===== src/rtl/lspg_pkg.sv =====
// Shared types, register codes and color helpers for the LED strip pattern generator.
`timescale 1ns / 1ps

package lspg_pkg;

	// Default strip length along one spoke
	localparam int DEF_PIXELS_PER_SPOKE = 60;

	// Field widths
	localparam int PIX_W   = 6;
	localparam int KNOB_W  = 12;
	localparam int RGB_W   = 24;
	localparam int CHAN_W  = 8;
	localparam int PHASE_W = 8;

	// Pattern modes
	localparam logic [2:0] MODE_CYCLE   = 3'd0;
	localparam logic [2:0] MODE_STRIPE  = 3'd1;
	localparam logic [2:0] MODE_RAINBOW = 3'd2;
	localparam logic [2:0] MODE_SINGLE  = 3'd3;
	localparam logic [2:0] MODE_QUAD    = 3'd4;
	localparam logic [2:0] MODE_ROTATE  = 3'd5;
	localparam logic [2:0] MODE_HUE     = 3'd6;
	localparam logic [2:0] MODE_MANUAL  = 3'd7;

	// Register indexes (byte address = 4 * index)
	localparam logic [2:0] REG_MODE   = 3'd0;
	localparam logic [2:0] REG_COUNT  = 3'd1;
	localparam logic [2:0] REG_COLOR0 = 3'd2;
	localparam logic [2:0] REG_COLOR1 = 3'd3;
	localparam logic [2:0] REG_COLOR2 = 3'd4;
	localparam logic [2:0] REG_COLOR3 = 3'd5;

	// Color channel codes inside a packed RGB word
	localparam logic [1:0] CH_BLUE  = 2'd0;
	localparam logic [1:0] CH_GREEN = 2'd1;
	localparam logic [1:0] CH_RED   = 2'd2;

	// Configuration seen by the frame sequencer
	typedef struct packed {
		logic [2:0]             mode;
		logic [2:0]             count;
		logic [3:0][RGB_W-1:0]  palette;
	} cfg_t;

	// One channel blend request to the shared blend unit
	typedef struct packed {
		logic              valid;
		logic [CHAN_W-1:0] a;
		logic [CHAN_W-1:0] b;
		logic [CHAN_W-1:0] amt;
		logic [1:0]        spoke;
		logic [1:0]        chan;
	} blend_req_t;

	// Registered blend result, tagged with its destination
	typedef struct packed {
		logic              valid;
		logic [CHAN_W-1:0] value;
		logic [1:0]        spoke;
		logic [1:0]        chan;
	} blend_rsp_t;

	// Palette entries in use: zero counts as one, above four saturates
	function automatic logic [2:0] used_count(input logic [2:0] raw);
		logic [2:0] c;
		if (raw == 3'd0) begin
			c = 3'd1;
		end else if (raw > 3'd4) begin
			c = 3'd4;
		end else begin
			c = raw;
		end
		return c;
	endfunction

	// Small value reduced modulo a palette count of 1..4
	function automatic logic [1:0] mod_cnt(input logic [2:0] v, input logic [2:0] cnt);
		logic [1:0] r;
		case (cnt)
			3'd1: r = 2'd0;
			3'd2: r = {1'b0, v[0]};
			3'd3: begin
				case (v)
					3'd0, 3'd3, 3'd6: r = 2'd0;
					3'd1, 3'd4, 3'd7: r = 2'd1;
					default:          r = 2'd2;
				endcase
			end
			default: r = v[1:0];
		endcase
		return r;
	endfunction

	// Three-segment color wheel over 0..255
	function automatic logic [RGB_W-1:0] wheel(input logic [7:0] w);
		logic [7:0] v;
		logic [7:0] v3;
		logic [7:0] r;
		logic [7:0] g;
		logic [7:0] b;
		if (w < 8'd85) begin
			v = w;
		end else if (w < 8'd170) begin
			v = w - 8'd85;
		end else begin
			v = w - 8'd170;
		end
		v3 = 8'({1'b0, v, 1'b0} + {2'b0, v});
		if (w < 8'd85) begin
			r = v3;
			g = 8'd255 - v3;
			b = 8'd0;
		end else if (w < 8'd170) begin
			r = 8'd255 - v3;
			g = 8'd0;
			b = v3;
		end else begin
			r = 8'd0;
			g = v3;
			b = 8'd255 - v3;
		end
		return {r, g, b};
	endfunction

endpackage


===== src/rtl/led_strip_pattern_generator.sv =====
// LED strip pattern generator for four spokes. Each input item is a frame request
// with a 12-bit knob reading; the block answers with one item per pixel position
// (0 to PIXELS_PER_SPOKE-1), each carrying the four spoke colors, and marks the last
// one with tlast. Mode and a palette of up to four colors are set over APB. For each
// frame the single shared multiplier first blends one color channel of one spoke per
// cycle, a flush state drains it, then pixels go through the output register one per
// cycle unless the output stalls, and the sequencer returns to idle to take the next
// request.
`timescale 1ns / 1ps

module led_strip_pattern_generator import lspg_pkg::*; #(
	parameter int PIXELS_PER_SPOKE = DEF_PIXELS_PER_SPOKE
) (
	input  logic         clk,
	input  logic         arst_n,
	// APB configuration
	input  logic         psel,
	input  logic         penable,
	input  logic         pwrite,
	input  logic [4:0]   paddr,
	input  logic [31:0]  pwdata,
	output logic [31:0]  prdata,
	output logic         pready,
	// Frame requests
	input  logic         s_axis_tvalid,
	output logic         s_axis_tready,
	input  logic [15:0]  s_axis_tdata,   // [11:0] knob_value
	// Pixel items
	output logic         m_axis_tvalid,
	input  logic         m_axis_tready,
	output logic [103:0] m_axis_tdata,   // [5:0] pixel_position, [29:6] spoke0_rgb,
	                                     // [53:30] spoke1_rgb, [77:54] spoke2_rgb,
	                                     // [101:78] spoke3_rgb
	output logic         m_axis_tlast    // frame_end
);

	cfg_t                  cfg;
	logic                  mode_wr;
	blend_req_t            blend_req;
	blend_rsp_t            blend_rsp;
	logic [PIX_W-1:0]      out_pix;
	logic [3:0][RGB_W-1:0] out_rgb;

	lspg_cfg_regs u_cfg_regs (
		.clk     (clk),
		.arst_n  (arst_n),
		.psel    (psel),
		.penable (penable),
		.pwrite  (pwrite),
		.paddr   (paddr),
		.pwdata  (pwdata),
		.prdata  (prdata),
		.pready  (pready),
		.cfg     (cfg),
		.mode_wr (mode_wr)
	);

	lspg_blend_unit u_blend_unit (
		.clk    (clk),
		.arst_n (arst_n),
		.req    (blend_req),
		.rsp    (blend_rsp)
	);

	lspg_frame_seq #(
		.PIXELS_PER_SPOKE (PIXELS_PER_SPOKE)
	) u_frame_seq (
		.clk       (clk),
		.arst_n    (arst_n),
		.cfg       (cfg),
		.mode_wr   (mode_wr),
		.in_valid  (s_axis_tvalid),
		.in_ready  (s_axis_tready),
		.in_knob   (s_axis_tdata[KNOB_W-1:0]),
		.out_valid (m_axis_tvalid),
		.out_ready (m_axis_tready),
		.out_pix   (out_pix),
		.out_rgb   (out_rgb),
		.out_last  (m_axis_tlast),
		.blend_req (blend_req),
		.blend_rsp (blend_rsp)
	);

	// Pack pixel position and spoke colors, lowest field first
	assign m_axis_tdata = {2'b00, out_rgb[3], out_rgb[2], out_rgb[1], out_rgb[0], out_pix};

endmodule


===== src/rtl/lspg_cfg_regs.sv =====
// APB register file holding the pattern mode, palette count and four palette colors.
`timescale 1ns / 1ps

module lspg_cfg_regs import lspg_pkg::*; (
	input  logic        clk,
	input  logic        arst_n,
	input  logic        psel,
	input  logic        penable,
	input  logic        pwrite,
	input  logic [4:0]  paddr,
	input  logic [31:0] pwdata,
	output logic [31:0] prdata,
	output logic        pready,
	output cfg_t        cfg,
	output logic        mode_wr
);

	logic       wr_en;
	logic [2:0] reg_idx;
	cfg_t       cfg_q;

	assign pready  = 1'b1;
	assign reg_idx = paddr[4:2];
	assign wr_en   = psel && penable && pwrite;
	assign mode_wr = wr_en && (reg_idx == REG_MODE);
	assign cfg     = cfg_q;

	// Register writes; addresses past the last register are dropped
	always_ff @(posedge clk or negedge arst_n) begin
		if (!arst_n) begin
			cfg_q.mode    <= MODE_CYCLE;
			cfg_q.count   <= 3'd1;
			cfg_q.palette <= '0;
		end else if (wr_en) begin
			unique case (reg_idx)
				REG_MODE:   cfg_q.mode       <= pwdata[2:0];
				REG_COUNT:  cfg_q.count      <= pwdata[2:0];
				REG_COLOR0: cfg_q.palette[0] <= pwdata[RGB_W-1:0];
				REG_COLOR1: cfg_q.palette[1] <= pwdata[RGB_W-1:0];
				REG_COLOR2: cfg_q.palette[2] <= pwdata[RGB_W-1:0];
				REG_COLOR3: cfg_q.palette[3] <= pwdata[RGB_W-1:0];
				default: ;
			endcase
		end
	end

	// Read back
	always_comb begin
		unique case (reg_idx)
			REG_MODE:   prdata = {29'd0, cfg_q.mode};
			REG_COUNT:  prdata = {29'd0, cfg_q.count};
			REG_COLOR0: prdata = {8'd0, cfg_q.palette[0]};
			REG_COLOR1: prdata = {8'd0, cfg_q.palette[1]};
			REG_COLOR2: prdata = {8'd0, cfg_q.palette[2]};
			REG_COLOR3: prdata = {8'd0, cfg_q.palette[3]};
			default:    prdata = 32'd0;
		endcase
	end

endmodule


===== src/rtl/lspg_blend_unit.sv =====
// Shared one-channel blend unit: (256a + b + t*(b - a)) >> 8, registered result.
`timescale 1ns / 1ps

module lspg_blend_unit import lspg_pkg::*; (
	input  logic       clk,
	input  logic       arst_n,
	input  blend_req_t req,
	output blend_rsp_t rsp
);

	logic signed [8:0]  diff;
	logic signed [17:0] prod;
	logic signed [17:0] sum;
	blend_rsp_t         rsp_q;

	// One 9x9 signed multiply and an add per channel
	assign diff = $signed({1'b0, req.b}) - $signed({1'b0, req.a});
	assign prod = $signed({1'b0, req.amt}) * diff;
	assign sum  = $signed({2'b0, req.a, 8'd0}) + $signed({10'd0, req.b}) + prod;

	// Hold result and its destination tag
	always_ff @(posedge clk or negedge arst_n) begin
		if (!arst_n) begin
			rsp_q <= '0;
		end else begin
			rsp_q.valid <= req.valid;
			rsp_q.value <= sum[15:8];
			rsp_q.spoke <= req.spoke;
			rsp_q.chan  <= req.chan;
		end
	end

	assign rsp = rsp_q;

endmodule


===== src/rtl/lspg_frame_seq.sv =====
// Frame sequencer: blend unit color setup, then one pixel per cycle unless stalled.
`timescale 1ns / 1ps

module lspg_frame_seq import lspg_pkg::*; #(
	parameter int PIXELS_PER_SPOKE = DEF_PIXELS_PER_SPOKE
) (
	input  logic                   clk,
	input  logic                   arst_n,
	input  cfg_t                   cfg,
	input  logic                   mode_wr,
	input  logic                   in_valid,
	output logic                   in_ready,
	input  logic [KNOB_W-1:0]      in_knob,
	output logic                   out_valid,
	input  logic                   out_ready,
	output logic [PIX_W-1:0]       out_pix,
	output logic [3:0][RGB_W-1:0]  out_rgb,
	output logic                   out_last,
	output blend_req_t             blend_req,
	input  blend_rsp_t             blend_rsp
);

	localparam logic [PIX_W-1:0] PIX_LAST = PIX_W'(PIXELS_PER_SPOKE - 1);
	localparam logic [PIX_W:0]   PIX_NUM  = (PIX_W + 1)'(PIXELS_PER_SPOKE);
	// Stripe boundaries for two, three and four stripes
	localparam logic [PIX_W-1:0] B2_1 = PIX_W'(PIXELS_PER_SPOKE / 2);
	localparam logic [PIX_W-1:0] B3_1 = PIX_W'(PIXELS_PER_SPOKE / 3);
	localparam logic [PIX_W-1:0] B3_2 = PIX_W'(2 * PIXELS_PER_SPOKE / 3);
	localparam logic [PIX_W-1:0] B4_1 = PIX_W'(PIXELS_PER_SPOKE / 4);
	localparam logic [PIX_W-1:0] B4_2 = PIX_W'(PIXELS_PER_SPOKE / 2);
	localparam logic [PIX_W-1:0] B4_3 = PIX_W'(3 * PIXELS_PER_SPOKE / 4);

	localparam logic [1:0] ST_IDLE  = 2'd0;
	localparam logic [1:0] ST_BLEND = 2'd1;
	localparam logic [1:0] ST_FLUSH = 2'd2;
	localparam logic [1:0] ST_EMIT  = 2'd3;

	logic [1:0]               state_q;
	logic [KNOB_W-1:0]        knob_q;
	logic [PHASE_W-1:0]       phase_q;
	logic [1:0]               rot_q;
	logic [4:0]               bstep_q;
	logic [1:0]               spoke_q;
	logic [1:0]               chan_q;
	logic [PIX_W-1:0]         pix_q;
	logic [PIX_W-1:0]         kpos_q;
	logic [7:0]               wpos_q;
	logic [3:0][RGB_W-1:0]    spk_q;

	logic                     out_valid_q;
	logic [PIX_W-1:0]         out_pix_q;
	logic [3:0][RGB_W-1:0]    out_rgb_q;
	logic                     out_last_q;

	logic                     accept;
	logic                     load;
	logic                     last_pix;
	logic                     last_issue;
	logic [2:0]               cnt;
	logic [1:0]               cyc_p;
	logic [1:0]               idx1;
	logic [1:0]               idx2;
	logic [2:0]               rot_base;
	logic [CHAN_W-1:0]        amt;
	logic [RGB_W-1:0]         hue_rgb;
	logic [RGB_W-1:0]         c1;
	logic [RGB_W-1:0]         c2;
	logic [CHAN_W-1:0]        ch_a;
	logic [CHAN_W-1:0]        ch_b;
	logic [PIX_W-1:0]         stripe_start;
	logic [1:0]               stripe_idx;
	logic [3:0][RGB_W-1:0]    pix_rgb;

	assign cnt        = used_count(cfg.count);
	assign cyc_p      = mod_cnt(phase_q[2:0], cnt);
	assign hue_rgb    = wheel(knob_q[KNOB_W-1:4]);
	assign in_ready   = (state_q == ST_IDLE);
	assign accept     = in_valid && in_ready;
	assign load       = (state_q == ST_EMIT) && (!out_valid_q || out_ready);
	assign last_pix   = (pix_q == PIX_LAST);
	assign last_issue = (state_q == ST_BLEND) && (spoke_q == 2'd3) && (chan_q == CH_RED);
	assign stripe_start = PIX_W'(PIX_NUM - {1'b0, phase_q[PIX_W-1:0]});

	// Pick both sources (palette, or knob hue in hue mode) and blend amount of the spoke
	always_comb begin
		idx1     = 2'd0;
		idx2     = 2'd0;
		amt      = '0;
		rot_base = 3'd0;
		case (cfg.mode) inside
			MODE_CYCLE: begin
				idx1 = cyc_p;
				idx2 = cyc_p;
			end
			MODE_QUAD: begin
				idx1 = mod_cnt({1'b0, spoke_q}, cnt);
				idx2 = idx1;
			end
			MODE_ROTATE, MODE_MANUAL: begin
				rot_base = (cfg.mode == MODE_ROTATE) ?
					3'(spoke_q) + 3'(rot_q) : 3'(spoke_q) + 3'(knob_q[11:10]);
				idx1 = mod_cnt(rot_base, cnt);
				idx2 = mod_cnt(rot_base + 3'd1, cnt);
				amt  = (cfg.mode == MODE_ROTATE) ? {bstep_q, 3'b000} : knob_q[9:2];
			end
			default: ;
		endcase
		c1 = cfg.palette[idx1];
		c2 = cfg.palette[idx2];
		if (cfg.mode == MODE_HUE) begin
			c1 = hue_rgb;
			c2 = hue_rgb;
		end
	end

	// Channel select for the blend request
	always_comb begin
		case (chan_q)
			CH_BLUE: begin
				ch_a = c1[7:0];
				ch_b = c2[7:0];
			end
			CH_GREEN: begin
				ch_a = c1[15:8];
				ch_b = c2[15:8];
			end
			default: begin
				ch_a = c1[23:16];
				ch_b = c2[23:16];
			end
		endcase
	end

	assign blend_req.valid = (state_q == ST_BLEND);
	assign blend_req.a     = ch_a;
	assign blend_req.b     = ch_b;
	assign blend_req.amt   = amt;
	assign blend_req.spoke = spoke_q;
	assign blend_req.chan  = chan_q;

	// Stripe owning the current shifted position
	always_comb begin
		case (cnt)
			3'd2: stripe_idx = (kpos_q >= B2_1) ? 2'd1 : 2'd0;
			3'd3: stripe_idx = (kpos_q >= B3_2) ? 2'd2 : (kpos_q >= B3_1) ? 2'd1 : 2'd0;
			3'd4: stripe_idx = (kpos_q >= B4_3) ? 2'd3 : (kpos_q >= B4_2) ? 2'd2 :
				(kpos_q >= B4_1) ? 2'd1 : 2'd0;
			default: stripe_idx = 2'd0;
		endcase
	end

	// Pixel colors for the four spokes
	always_comb begin
		case (cfg.mode) inside
			MODE_STRIPE:  pix_rgb = {4{cfg.palette[stripe_idx]}};
			MODE_RAINBOW: pix_rgb = {4{wheel(wpos_q)}};
			default:      pix_rgb = spk_q;
		endcase
	end

	// Sequencer and per-frame state
	always_ff @(posedge clk or negedge arst_n) begin
		if (!arst_n) begin
			state_q <= ST_IDLE;
			rot_q   <= '0;
			bstep_q <= '0;
			spoke_q <= '0;
			chan_q  <= CH_BLUE;
			pix_q   <= '0;
		end else begin
			unique case (state_q)
				ST_IDLE: begin
					if (accept) begin
						spoke_q <= 2'd0;
						chan_q  <= CH_BLUE;
						state_q <= ST_BLEND;
					end
				end
				ST_BLEND: begin
					if (chan_q == CH_RED) begin
						chan_q  <= CH_BLUE;
						spoke_q <= spoke_q + 2'd1;
						// Rotate mode steps its blend once per spoke
						if (cfg.mode == MODE_ROTATE) begin
							bstep_q <= bstep_q + 5'd1;
							if (bstep_q == 5'd31) begin
								rot_q <= rot_q + 2'd1;
							end
						end
					end else begin
						chan_q <= chan_q + 2'd1;
					end
					if (last_issue) begin
						state_q <= ST_FLUSH;
					end
				end
				ST_FLUSH: begin
					pix_q   <= '0;
					state_q <= ST_EMIT;
				end
				ST_EMIT: begin
					if (load) begin
						pix_q <= pix_q + PIX_W'(1);
						if (last_pix) begin
							state_q <= ST_IDLE;
						end
					end
				end
				default: state_q <= ST_IDLE;
			endcase
		end
	end

	// Step the cycle/stripe/rainbow phase after the last pixel; a mode write clears it
	always_ff @(posedge clk or negedge arst_n) begin
		if (!arst_n) begin
			phase_q <= '0;
		end else if (mode_wr) begin
			phase_q <= '0;
		end else if (load && last_pix) begin
			case (cfg.mode) inside
				MODE_CYCLE: phase_q <= {6'd0, mod_cnt(3'(cyc_p) + 3'd1, cnt)};
				MODE_STRIPE: phase_q <= (phase_q[PIX_W-1:0] == PIX_LAST) ?
					'0 : phase_q + 8'd1;
				MODE_RAINBOW: phase_q <= phase_q + 8'd1;
				default: ;
			endcase
		end
	end

	// Frame payload: knob, walk positions, spoke colors
	always_ff @(posedge clk) begin
		if (accept) begin
			knob_q <= in_knob;
			wpos_q <= phase_q;
			kpos_q <= (phase_q[PIX_W-1:0] == '0) ? '0 : stripe_start;
		end else if (load) begin
			wpos_q <= wpos_q + 8'd1;
			kpos_q <= (kpos_q == PIX_LAST) ? '0 : kpos_q + PIX_W'(1);
		end
		if (blend_rsp.valid) begin
			case (blend_rsp.chan)
				CH_BLUE:  spk_q[blend_rsp.spoke][7:0]   <= blend_rsp.value;
				CH_GREEN: spk_q[blend_rsp.spoke][15:8]  <= blend_rsp.value;
				default:  spk_q[blend_rsp.spoke][23:16] <= blend_rsp.value;
			endcase
		end
	end

	// Output register
	always_ff @(posedge clk or negedge arst_n) begin
		if (!arst_n) begin
			out_valid_q <= 1'b0;
		end else if (load) begin
			out_valid_q <= 1'b1;
		end else if (out_ready) begin
			out_valid_q <= 1'b0;
		end
	end

	always_ff @(posedge clk) begin
		if (load) begin
			out_pix_q  <= pix_q;
			out_rgb_q  <= pix_rgb;
			out_last_q <= last_pix;
		end
	end

	assign out_valid = out_valid_q;
	assign out_pix   = out_pix_q;
	assign out_rgb   = out_rgb_q;
	assign out_last  = out_last_q;

	// Checks
	a_stripe_phase: assert property (@(posedge clk) disable iff (!arst_n)
		(cfg.mode == MODE_STRIPE) |-> (phase_q < 8'(PIXELS_PER_SPOKE)))
		else $error("stripe phase out of range");
	a_cycle_phase: assert property (@(posedge clk) disable iff (!arst_n)
		(cfg.mode == MODE_CYCLE) |-> (phase_q < 8'd4))
		else $error("cycle phase out of range");
	a_last_pos: assert property (@(posedge clk) disable iff (!arst_n)
		(out_valid_q && out_last_q) |-> (out_pix_q == PIX_LAST))
		else $error("frame end on wrong pixel");
	a_frame_done: assert property (@(posedge clk) disable iff (!arst_n)
		(load && last_pix) |=> (state_q == ST_IDLE))
		else $error("sequencer did not return to idle");
	a_rsp_window: assert property (@(posedge clk) disable iff (!arst_n)
		blend_rsp.valid |-> (state_q == ST_BLEND || state_q == ST_FLUSH))
		else $error("blend result outside setup");

endmodule


===== config.mk =====
export PLATFORM = sky130hd
export DESIGN_NAME = led_strip_pattern_generator
export DESIGN_NICKNAME = d
export VERILOG_FILES = /design/src/rtl/lspg_pkg.sv /design/src/rtl/led_strip_pattern_generator.sv /design/src/rtl/lspg_cfg_regs.sv /design/src/rtl/lspg_blend_unit.sv /design/src/rtl/lspg_frame_seq.sv
export SDC_FILE = /design/constraint.sdc
export NUM_CORES = 1
export LEC_CHECK = 0
export ABC_AREA = 1
export BUFFER_PORTS_ARGS = -buffer_cell sky130_fd_sc_hd__buf_2
export CAP_MARGIN = 0
export CORE_MARGIN = 5
export CORE_UTILIZATION = 60
export CTS_CLUSTER_SIZE = 10
export DETAILED_ROUTE_END_ITERATION = 7
export PLACE_DENSITY = 0.79
export SLEW_MARGIN = 20
export SYNTH_ARGS = -nofsm -noshare
export SYNTH_HDL_FRONTEND = slang
export SYNTH_HIERARCHICAL = 1
export SYNTH_SLANG_ARGS = --single-unit

===== constraint.sdc =====
create_clock -name clk -period 24.5 [get_ports clk]
set_input_delay 2.45 -clock clk [delete_from_list [all_inputs] [get_ports clk]]
set_output_delay 2.45 -clock clk [all_outputs]
set_load 0.02 [all_outputs]

[Word-level counts from Yosys, hierarchy flattened]
Index checks and enable logic that the tools add are counted.
Cells by class
  add/sub/neg operators: 24
  multiply operators: 1
  magnitude comparators: 15
  equality and inequality tests: 52
  muxes and demuxes: 97
  reduce and logical (&&, ||, !) cells: 52
Operators by type and width (count)
  bitwise mux 96 bit: 3
  two-way mux 8 bit: 31
  two-way mux 96 bit: 2
  one-hot mux 96 bit (2 select lines): 1
  binary-select mux 24 bit (select 2 bit): 3
  demux 24 bit (select 2 bit): 3
  two-way mux 24 bit: 6
  one-hot mux 24 bit (6 select lines): 1
  equality test 3 bit (second input constant): 19
  one-hot mux 2 bit (3 select lines): 6
  two-way mux 2 bit: 16
  one-hot mux 8 bit (2 select lines): 2
  two-way mux 6 bit: 5
  one-hot mux 2 bit (2 select lines): 7
  equality test 3 x 2 -> 1 bit (second input constant): 9
  OR reduction 3 bit: 8
  equality test 3 x 1 -> 1 bit (second input constant): 7
  logical NOT 3 bit: 7
  equality test 6 bit (second input constant): 3
  AND reduction 2 bit: 9
  adder 16 bit: 1
  adder 16 x 8 -> 16 bit: 1
  adder 8 x 1 -> 8 bit (second input constant): 2
  adder 8 bit: 2
  other kinds (40): 87
Storage, ports and cells
  register bits: 368
  input bits: 60
  output and inout port bits: 140
  logic and storage cells: 272

[Depth between registers and ports, before layout]
  word-level depth: 17
  depth in mapped cells: 58
  gate-level depth less buffers: 56

[Cells and area by module]
Netlist, hierarchy kept.
Modules (own cells, without submodules)
  lspg_frame_seq: times used 1, cells an instance 2268, area each 17336.6 µm², seq. area each 7397.1 µm²
  lspg_cfg_regs: times used 1, cells an instance 630, area each 4872.2 µm², seq. area each 2553.7 µm²
  lspg_blend_unit: times used 1, cells an instance 494, area each 3667.3 µm², seq. area each 325.3 µm²
  led_strip_pattern_generator: times used 1, cells an instance 3, area each 18.8 µm², seq. area each 0.0 µm²

[Worst setup path before layout]
Ideal clock, no wire load.
  path type: register to register
  from: reg u_frame_seq.knob_q[4]
  to: reg u_blend_unit.rsp_q (netlist bit u_blend_unit/rsp[11])
  setup time: 0.116 ns
  arrival: 8.656 ns
  data required time: 24.384 ns
  slack: 15.727 ns
  cell stages (with the launch flop): 56
  path buffers: 2
  period minus slack after synthesis: 8.773 ns
  cells stage by stage: edfxtp_1 -> inv_1 -> ha_1 -> inv_1 -> nand2_1 -> nand2_1 -> nand2_1 -> nand2_1 -> clkinv_1 -> clkbuf_1 -> a21oi_1 -> o21ai_0 -> o21ai_0 -> inv_1 -> ha_1 -> fa_1 -> a21oi_1 -> o21ai_0 -> (+20 left out) -> inv_1 -> fa_1 -> fa_1 -> inv_1 -> fa_1 -> inv_1 -> ha_1 -> buf_2 -> nand2_1 -> nand2_1 -> nand2_1 -> nand2_1 -> nand2_1 -> nand2_1 -> a21oi_1 -> inv_1 -> nand2_1 -> nand2_1
RTL lines
  start, declared: RTL line lspg_frame_seq.sv:39  | logic [KNOB_W-1:0] knob_q;
  start signal, assigned: RTL line lspg_frame_seq.sv:234  | knob_q <= in_knob;
  end, declared: RTL line lspg_blend_unit.sv:14  | blend_rsp_t rsp_q;

==> out/metrics.cfg <==
[global_route]
grt_pass1_wl_mm=123.1
overflow=0
grt_use_total_pct=32.58
grt_max_degree=98
grt_pass1_vias=23240
antenna_found_initial=2

[floorplanning]
std_cell_rows=76
start_util_pct=60.38
fp.dieH_um=217.7
coreArea_sq_um=42890
die_width_um=217.7
ios=200
dieArea_sq_um=47410

[job]
cap_violations=0

[final_layout]
fin_util_pct=65.92
layout_common_cells=nand2_1 (995), inv_1 (467), o21ai_0 (322)
final_common_cell=nand2_1
nets=3741
finalNonFillerCells=4106
drive_above_1_share_pct=8.975
antenna_cells=0
syn2layout_area_growth_pct=9.176

[cts]
cts_hold_buffers=0
htree_num_levels=2
clock_sinks=366
path_clk_slew_ps=60
cts_tree=yes
cts_root_buffer=clkbuf_16
postCtsSetupBuffers=0
clk_latency_ps=590
cts_resized=0
cts_buffer_depth=3
cts_buffers=44

[timing]
rsz0062_at_grt=no
final-setup-viol-count=0
slew_headroom_pct=28.32
setup_tns_ps=0
fin_skew_ps=23.95
finalHoldViolCount=0
finalMaxSlewViolations=0
layout_min_cycle_time_ps=11120
hold-worst-slack_ps=415.8
max_freq_mhz=89.91
worst_pin_slew_ps=1073
min_period_over_period_pct=45.40

[placement]
gp_congestion=0.9868
dp_hpwl_mm=56.98
dp_cells=4028
port-buffer-count=172

[hold_path]
hold_class=reg -> reg
hold_path_end=u_blend_unit/rsp[0]$_DFF_PN0_
min_path_cells=0
min_from=u_frame_seq/chan_q[0]$_DFFE_PN0P_

[worst_setup_path]
reg2reg_to=u_blend_unit/rsp[11]$_DFF_PN0_
crit_path_end_kind=register
timing.reg2reg.setup_slack_ps=13380
worst-path-buf-inv=11
cp.required_ps=24960
reg2reg_depth=52
worstSetupPathType=reg -> reg
timing.rr.start=u_frame_seq/knob_q[4]$_DFFE_PP_
cp_slowest_cell=clkinv_1
cp_max_fo=24
cp-start-kind=register
crit_top_cell=nand2_1
cpPeakStageDelay_ps=690
crit_family=adder cells
arrival_ps=11580

[logic_synthesis]
synth_edf_count=223
synth_cell_type_count=57
synth-main-ff-cell=edfxtp_1
async_flop_share_pct=39.07
syn_avg_cell_area_sq_um=7.627
syn-instance-count=3395
ys_seq_area_share_pct=39.68
synth-seq-cells=366
syn_area_sq_um=25890
ys.warnings.count=6

[routing]
vias=24170
avgRoutedWirePerCell_um=19.23
drt_iter0_markers=2628
drc=0
routed_wl_mm=78.94
first_pass_iters=7
antenna_left=0
routed_via_density=5.885

[run_status]
status=finished, final reports clean

==> how the worst max path moves through the flow <==
stage                                                from                        endpoint  slack [ps]  cells past startpoint
after floorplan           u_frame_seq/knob_q[4]$_DFFE_PP_  u_blend_unit/rsp[11]$_DFF_PN0_       15730                     55
after global placement    u_frame_seq/knob_q[4]$_DFFE_PP_  u_blend_unit/rsp[11]$_DFF_PN0_       13680                     52
after detailed placement  u_frame_seq/knob_q[4]$_DFFE_PP_  u_blend_unit/rsp[11]$_DFF_PN0_       13520                     52
after CTS                 u_frame_seq/knob_q[4]$_DFFE_PP_  u_blend_unit/rsp[11]$_DFF_PN0_       13480                     52
after global routing      u_frame_seq/knob_q[4]$_DFFE_PP_  u_blend_unit/rsp[11]$_DFF_PN0_       12570                     53
final                     u_frame_seq/knob_q[4]$_DFFE_PP_  u_blend_unit/rsp[11]$_DFF_PN0_       13380                     52
==> worst reg2reg max path: cells and delay by family, from the launching register on <==
kind / cells / cell delay [ps]
AO/OA/AOI/OAI: 6 / 990
XOR/XNOR: 1 / 200
adder cells (fa/ha/maj): 11 / 4580
buffers and inverters: 11 / 1460
flip-flops: 1 / 460
AND/OR/NAND/NOR: 23 / 3270
==> logic make-up after synthesis <==
family	Yosys count	share of synthesized area, %
other	3	0.04348
AO/OA/AOI/OAI	643	14.10
buffers and inverters	646	10.07
adder cells (fa/ha/maj)	192	10.96
AND/OR/NAND/NOR	1507	23.83
flip-flops	366	39.68
XOR/XNOR	38	1.314
==> synthesized netlist by cell type, types with 8 or more instances <==
library cell / number / area (sq um)
a21oi_1: 118 / 590.6
buf_1: 10 / 37.54
buf_2: 46 / 230.2
buf_4: 20 / 150.1
clkbuf_1: 73 / 274.0
dfrtp_1: 142 / 3553
edfxtp_1: 223 / 6696
fa_1: 58 / 1161
ha_1: 134 / 1677
inv_1: 467 / 1753
inv_2: 16 / 60.06
nand2_1: 997 / 3742
nand3_1: 225 / 1126
nand4_1: 17 / 106.4
nor2_1: 217 / 814.5
nor3_1: 14 / 70.07
o211ai_1: 37 / 277.8
o211ai_2: 8 / 100.1
o21ai_0: 322 / 1612
o21ai_1: 30 / 150.1
o22ai_1: 77 / 481.7
o32ai_1: 27 / 236.5
xor2_1: 30 / 262.8
==> layer usage <==
metal	GRT usage, %	vias to the layer above	routed length, um
met2	53.49	1307	36580
li1	-	11270	-
met3	6.317	280	7349
met1	40.55	11310	29930
met5	0	-	13
met4	18.55	2	5070
==> area by class of cell <==
| type | instances | area, sq um |
|---|---|---|
| Clock buffer | 71 | 1212 |
| Clock inverter | 7 | 72.57 |
| Fill cell | 3610 | 14620 |
| Inverter | 490 | 1844 |
| Multi-Input combinational cell | 2391 | 13090 |
| Sequential cell | 366 | 10280 |
| Tap cell | 585 | 732.0 |
| Timing Repair Buffer | 196 | 1047 |
==> per-stage QoR <==
| step | instance area, sq um | setup WS (ps) |
|---|---|---|
| floorplan | 25920 | 15730 |
| global placement | 26980 | 13680 |
| detailed placement | 26980 | 13520 |
| CTS | 28260 | 13480 |
| global route | 28270 | 12570 |
| finish | 28270 | 13380 |
Power is left out: the tool's default activity adds up to more than one toggle a clock period on the data nets, which glitch-free logic cannot reach.
